<file path="src/sv/sorted_array_priority_queue_assert.svh">
// ----------------------------------------------------------------------------
// sorted array priority queue assertion macros
// shared concurrent assertion forms, clocked on i_clk, off during reset
// ----------------------------------------------------------------------------
`ifndef SORTED_ARRAY_PRIORITY_QUEUE_ASSERT_SVH
`define SORTED_ARRAY_PRIORITY_QUEUE_ASSERT_SVH

// antecedent implies consequent in the same cycle
`define SAPQ_ASSERT_SAME(label, ante, cons, msg) \
    label: assert property (@(posedge i_clk) disable iff (!i_rst_n) \
        (ante) |-> (cons)) else $error(msg);

// antecedent implies consequent in the following cycle
`define SAPQ_ASSERT_NEXT(label, ante, cons, msg) \
    label: assert property (@(posedge i_clk) disable iff (!i_rst_n) \
        (ante) |=> (cons)) else $error(msg);

`endif

</file>
<file path="src/sv/sapq_pkg.sv">
`timescale 1ns / 1ps
// ----------------------------------------------------------------------------
// sapq_pkg
// command and status codes and cell control type for the priority queue
// ----------------------------------------------------------------------------
package sapq_pkg;

    // width of the reported entry count field
    localparam int COUNT_FIELD_W = 8;

    // command codes
    typedef enum logic {
        CMD_ENQ = 1'b0,
        CMD_DEQ = 1'b1
    } t_cmd;

    // result status codes
    typedef enum logic [1:0] {
        ST_DONE  = 2'd0,
        ST_FULL  = 2'd1,
        ST_EMPTY = 2'd2
    } t_status;

    // per-cycle control broadcast to every cell
    typedef struct packed {
        logic enq;
        logic deq;
    } t_cell_ctrl;

endpackage

</file>
<file path="src/sv/sapq_cell.sv">
`timescale 1ns / 1ps
// ----------------------------------------------------------------------------
// sapq_cell
// one slot of the sorted chain: holds a value and priority, shifts toward
// the tail on insert and toward the head on remove
// ----------------------------------------------------------------------------
module sapq_cell #(
    parameter int VALUE_WIDTH    = 16,
    parameter int PRIORITY_WIDTH = 8
) (
    input  logic                      i_clk,
    input  sapq_pkg::t_cell_ctrl      i_ctrl,
    input  logic                      i_occupied,
    input  logic                      i_at_tail,
    input  logic [VALUE_WIDTH-1:0]    i_new_value,
    input  logic [PRIORITY_WIDTH-1:0] i_new_prio,
    input  logic                      i_left_gt,
    input  logic [VALUE_WIDTH-1:0]    i_left_value,
    input  logic [PRIORITY_WIDTH-1:0] i_left_prio,
    input  logic [VALUE_WIDTH-1:0]    i_right_value,
    input  logic [PRIORITY_WIDTH-1:0] i_right_prio,
    output logic                      o_gt,
    output logic [VALUE_WIDTH-1:0]    o_value,
    output logic [PRIORITY_WIDTH-1:0] o_prio
);
    import sapq_pkg::*;

    logic [VALUE_WIDTH-1:0]    r_value;
    logic [PRIORITY_WIDTH-1:0] r_prio;
    logic [VALUE_WIDTH-1:0]    n_value;
    logic [PRIORITY_WIDTH-1:0] n_prio;

    // stored entry has a larger priority number than the incoming one
    assign o_gt = i_occupied && (i_new_prio < r_prio);

    // next slot contents
    always_comb begin
        n_value = r_value;
        n_prio  = r_prio;
        if (i_ctrl.enq) begin
            if (i_left_gt) begin
                n_value = i_left_value;
                n_prio  = i_left_prio;
            end else if (o_gt || i_at_tail) begin
                n_value = i_new_value;
                n_prio  = i_new_prio;
            end
        end else if (i_ctrl.deq) begin
            n_value = i_right_value;
            n_prio  = i_right_prio;
        end
    end

    // slot storage
    always_ff @(posedge i_clk) begin
        r_value <= n_value;
        r_prio  <= n_prio;
    end

    assign o_value = r_value;
    assign o_prio  = r_prio;

endmodule
</file>
<file path="config.mk">
export PLATFORM = sky130hd
export DESIGN_NAME = sapq_cell
export DESIGN_NICKNAME = d
export VERILOG_FILES = /design/src/sv/sorted_array_priority_queue_assert.svh /design/src/sv/sapq_pkg.sv /design/src/sv/sapq_cell.sv
export SDC_FILE = /design/constraint.sdc
export NUM_CORES = 1
export LEC_CHECK = 0
export ABC_AREA = 1
export BUFFER_PORTS_ARGS = -buffer_cell sky130_fd_sc_hd__buf_2
export CAP_MARGIN = 40
export CORE_MARGIN = 10
export CORE_UTILIZATION = 25
export DETAILED_ROUTE_END_ITERATION = 12
export GPL_TIMING_DRIVEN = 0
export HOLD_SLACK_MARGIN = 0.08
export SLEW_MARGIN = 20
export SYNTH_ARGS = -nofsm -noshare
export SYNTH_HDL_FRONTEND = slang
export SYNTH_SLANG_ARGS = --single-unit
</file>
<file path="constraint.sdc">
create_clock -name i_clk -period 3.7 [get_ports i_clk]
set_clock_uncertainty 0.05 [all_clocks]
set_input_delay 0.185 -clock i_clk [delete_from_list [all_inputs] [get_ports i_clk]]
set_output_delay 0.185 -clock i_clk [all_outputs]
set_load 0.03 [all_outputs]
</file>
==> impl_results.md <==
- Fillers: 586
- VDD IR max: 0.169 mV
- H-tree levels: 1
- Nets: 364
- WHS Endpoint: o_value[0]
- Post-Synth Simple-Gate Area: 0.176
- Remaining global-route overflow: 0
- Antenna-violating nets left: 0
- Routed vias: 1555
- Slew Viols, Final: 0
- Syn_area_per_cell: 8.28 sq um
- Post-DP HPWL: 4370 um
- Crit Path Max Fanout: 15
- CP dominant cell by count: nand2_1
- Clock slew at reported path FFs: 0.09 ns
- Area grow syn2layout: 48.4%
- Starting density of the core: 0.257
- Unrepaired setup endpoints after global routing: false
- Vias in the first global route: 1612
- Layout cells sized above 1: 0.421
- Flops & latches, synth: 24
- Setup_tns: 0 ns
- Hold WC Path Type: in -> reg
- Via density: 4.44
- Core Util, Final: 0.381
- Setup ws final: 1.58 ns
- CP required: 3.63 ns
- DIE AREA: 9070 sq um
- Most frequent cells in the layout: buf_2 (109), nand2_1 (35), nor2_1 (28)
- Yosys top cell area share: 0.509
- CTS buffer count: 3
- Netlist Area Pre-Place: 1420 sq um
- Final setup viols: 0
- Detailed Route Iter0 Violations: 56
- Mux share of post-synthesis cell area: 0
- Worst skew pair latency: 0.26 ns
- N_diodes: 0
- CTS tree: done
- First-pass GRT wire length: 7760 um
- CP endpoint kind: flop
- Clk sinks: 24
- Routability congestion estimate: 0.854
- Crit Reg-Reg Startpoint: o_prio[7]
- Hold Violations, Final: 0
- CP Launch Type: flop
- Post-synthesis sequential area ratio: 0.509
- Actual slew at the worst max-slew pin: 0.427 ns
- Hold path depth: 3
- Setup Buffers After CTS: 0
- Slowest stage delay, CP: 0.43 ns
- Per-cell routed wire length: 15.3 um
- Placed Area: 2050 sq um
- Top cells by area, synth: edfxtp_1 (51%), o21ai_0 (9.5%), nand2_1 (9.3%)
- Max-cap viol count: 0
- Largest family of logic cells by synthesized area: compound AO/OA/AOI/OAI gates
- Pin count of the biggest net entering global routing: 16
- P_leak: 1.05 nW
- # DRC: 0
- Post-CTS Hold Fix Bufs: 0
- Period utilization: 0.572
- Launch point of the worst hold path: i_right_value[0]
- R2R cell count: 8
- Yosys cell types: 14
- Compound-gate portion of the synthesized area: 0.182
- Rel. slew slack: 0.715
- Pre-CTS setup slack: 1.56 ns
- Minimum clock period: 2.12 ns
- Wirelength, routed: 5350 um
- Pwr dens: 347 nW/um^2
- Post-Synth Adder-Cell Area: 0.0619
- Initial antenna violation count: 0
- Reg-to-reg critical path endpoint: o_prio[4]
- Yosys warns: 0
- CORE AREA: 5510 sq um
- Die W: 95.2 um
- Critical path's slowest cell: edfxtp_1
- I/O Pins: 103
- Port Buffers: 102
- PostCTS Resize Cnt: 0
- Root Driver: clkbuf_8
- Pre-antenna DRT Iters: 4
- Tot GR Track Use: 0.109
- Post-route cell area: 2100 sq um
- Leading cell type in the layout, fill and taps excluded: buf_2
- Die height: 95.2 um
- Synth area leader: edfxtp_1
- CP arrival: 2.05 ns
- Run status: complete, no violations
- Site Rows: 27
- Crit path cell chain: inv_1, ha_1, nand2_1, o211ai_1, nor2_1, nand2_1, a21oi_4, buf_16
- Synth Area in XOR/XNOR: 0
- Setup CP Type: reg -> reg
- Post-Syn Instances: 171
- Max Fclk: 472 MHz
- Synthesized Nets: 256
- Power consumption: 0.729 mW
- Maximum clock path buffer count: 2
- Worst R2R Setup Slack: 1.58 ns
## synth_stat cells
master,count
a21oi_1,2
buf_2,7
clkbuf_2,1
edfxtp_1,24
ha_1,7
inv_1,14
inv_2,2
nand2_1,35
nor2_1,28
nor3_1,1
nor3b_1,1
o211ai_1,1
o21ai_0,27
o21ai_1,21
## flip-flops by register name (all words and copies together), names as in the netlist
signal and cells:
o_value 16, o_prio 8
## final cells by class
cell class              count  area, sq um  area share
clock inverters             1         3.75     0.00179
inverters                  16         60.1      0.0286
flip-flops and latches     24          721       0.343
clock buffers               3         41.3      0.0197
well taps                  72         90.1      0.0429
repair buffers            103          538       0.256
plain buffers               8         40.0      0.0191
multi-input cells         123          606       0.288
## report_power, final
part / internal, mW / total, mW / switching [mW] / leakage (nW)
clock network: 0.0741 / 0.156 / 0.0824 / 0.0231
logic: 0.0830 / 0.228 / 0.145 / 0.784
registers: 0.334 / 0.344 / 0.00932 / 0.245
total: 0.492 / 0.729 / 0.237 / 1.05
## worst max path at each step
stage,to,cells after the start,slack [ns],start
after CTS,o_prio[4],8,1.53,o_prio[7]
after floorplan,o_prio[0],7,0.84,o_prio[7]
after detailed placement,o_prio[4],8,1.56,o_prio[7]
after global routing,o_value[3],8,1.43,o_prio[7]
after global placement,o_prio[4],7,0.27,o_prio[7]
final,o_prio[4],8,1.58,o_prio[7]
## critical path, delay by kind of cell, from the launching register on
family	cells	cell delay, ns
AND/OR/NAND/NOR	3	0.35
flip-flops	1	0.43
buffers and inverters	2	0.28
adder cells (fa/ha/maj)	1	0.23
AO/OA/AOI/OAI	2	0.50
## through the flow
step | instances | hold WS (ns)
5_1_grt | 350 | 0.160
3_5_place_dp | 346 | 0.426
3_3_place_gp | 345 | 0.418
4_1_cts | 350 | 0.146
6_report | 350 | 0.156
2_1_floorplan | 171 | 0.326
## logic make-up (layout without fill, tap and decap cells)
group                      after synthesis  in the layout
and+or+nand+nor                         65             65
AOI/OAI and AO/OA                       51             51
DFF                                     24             24
buffers and inverters                   24            131
adders and majority gates                7              7
## layer usage
| metal | vias to the layer above | part of all wire | GRT usage |
|---|---|---|---|
| li1 | 787 | - | - |
| met1 | 682 | 0.40 | 0.122 |
| met2 | 82 | 0.45 | 0.188 |
| met3 | 4 | 0.14 | 0.0448 |
| met4 | 0 | 0.0090 | 0.0312 |
| met5 | - | 0 | 0 |
No activity file was read; power rests on OpenSTA's default activity.
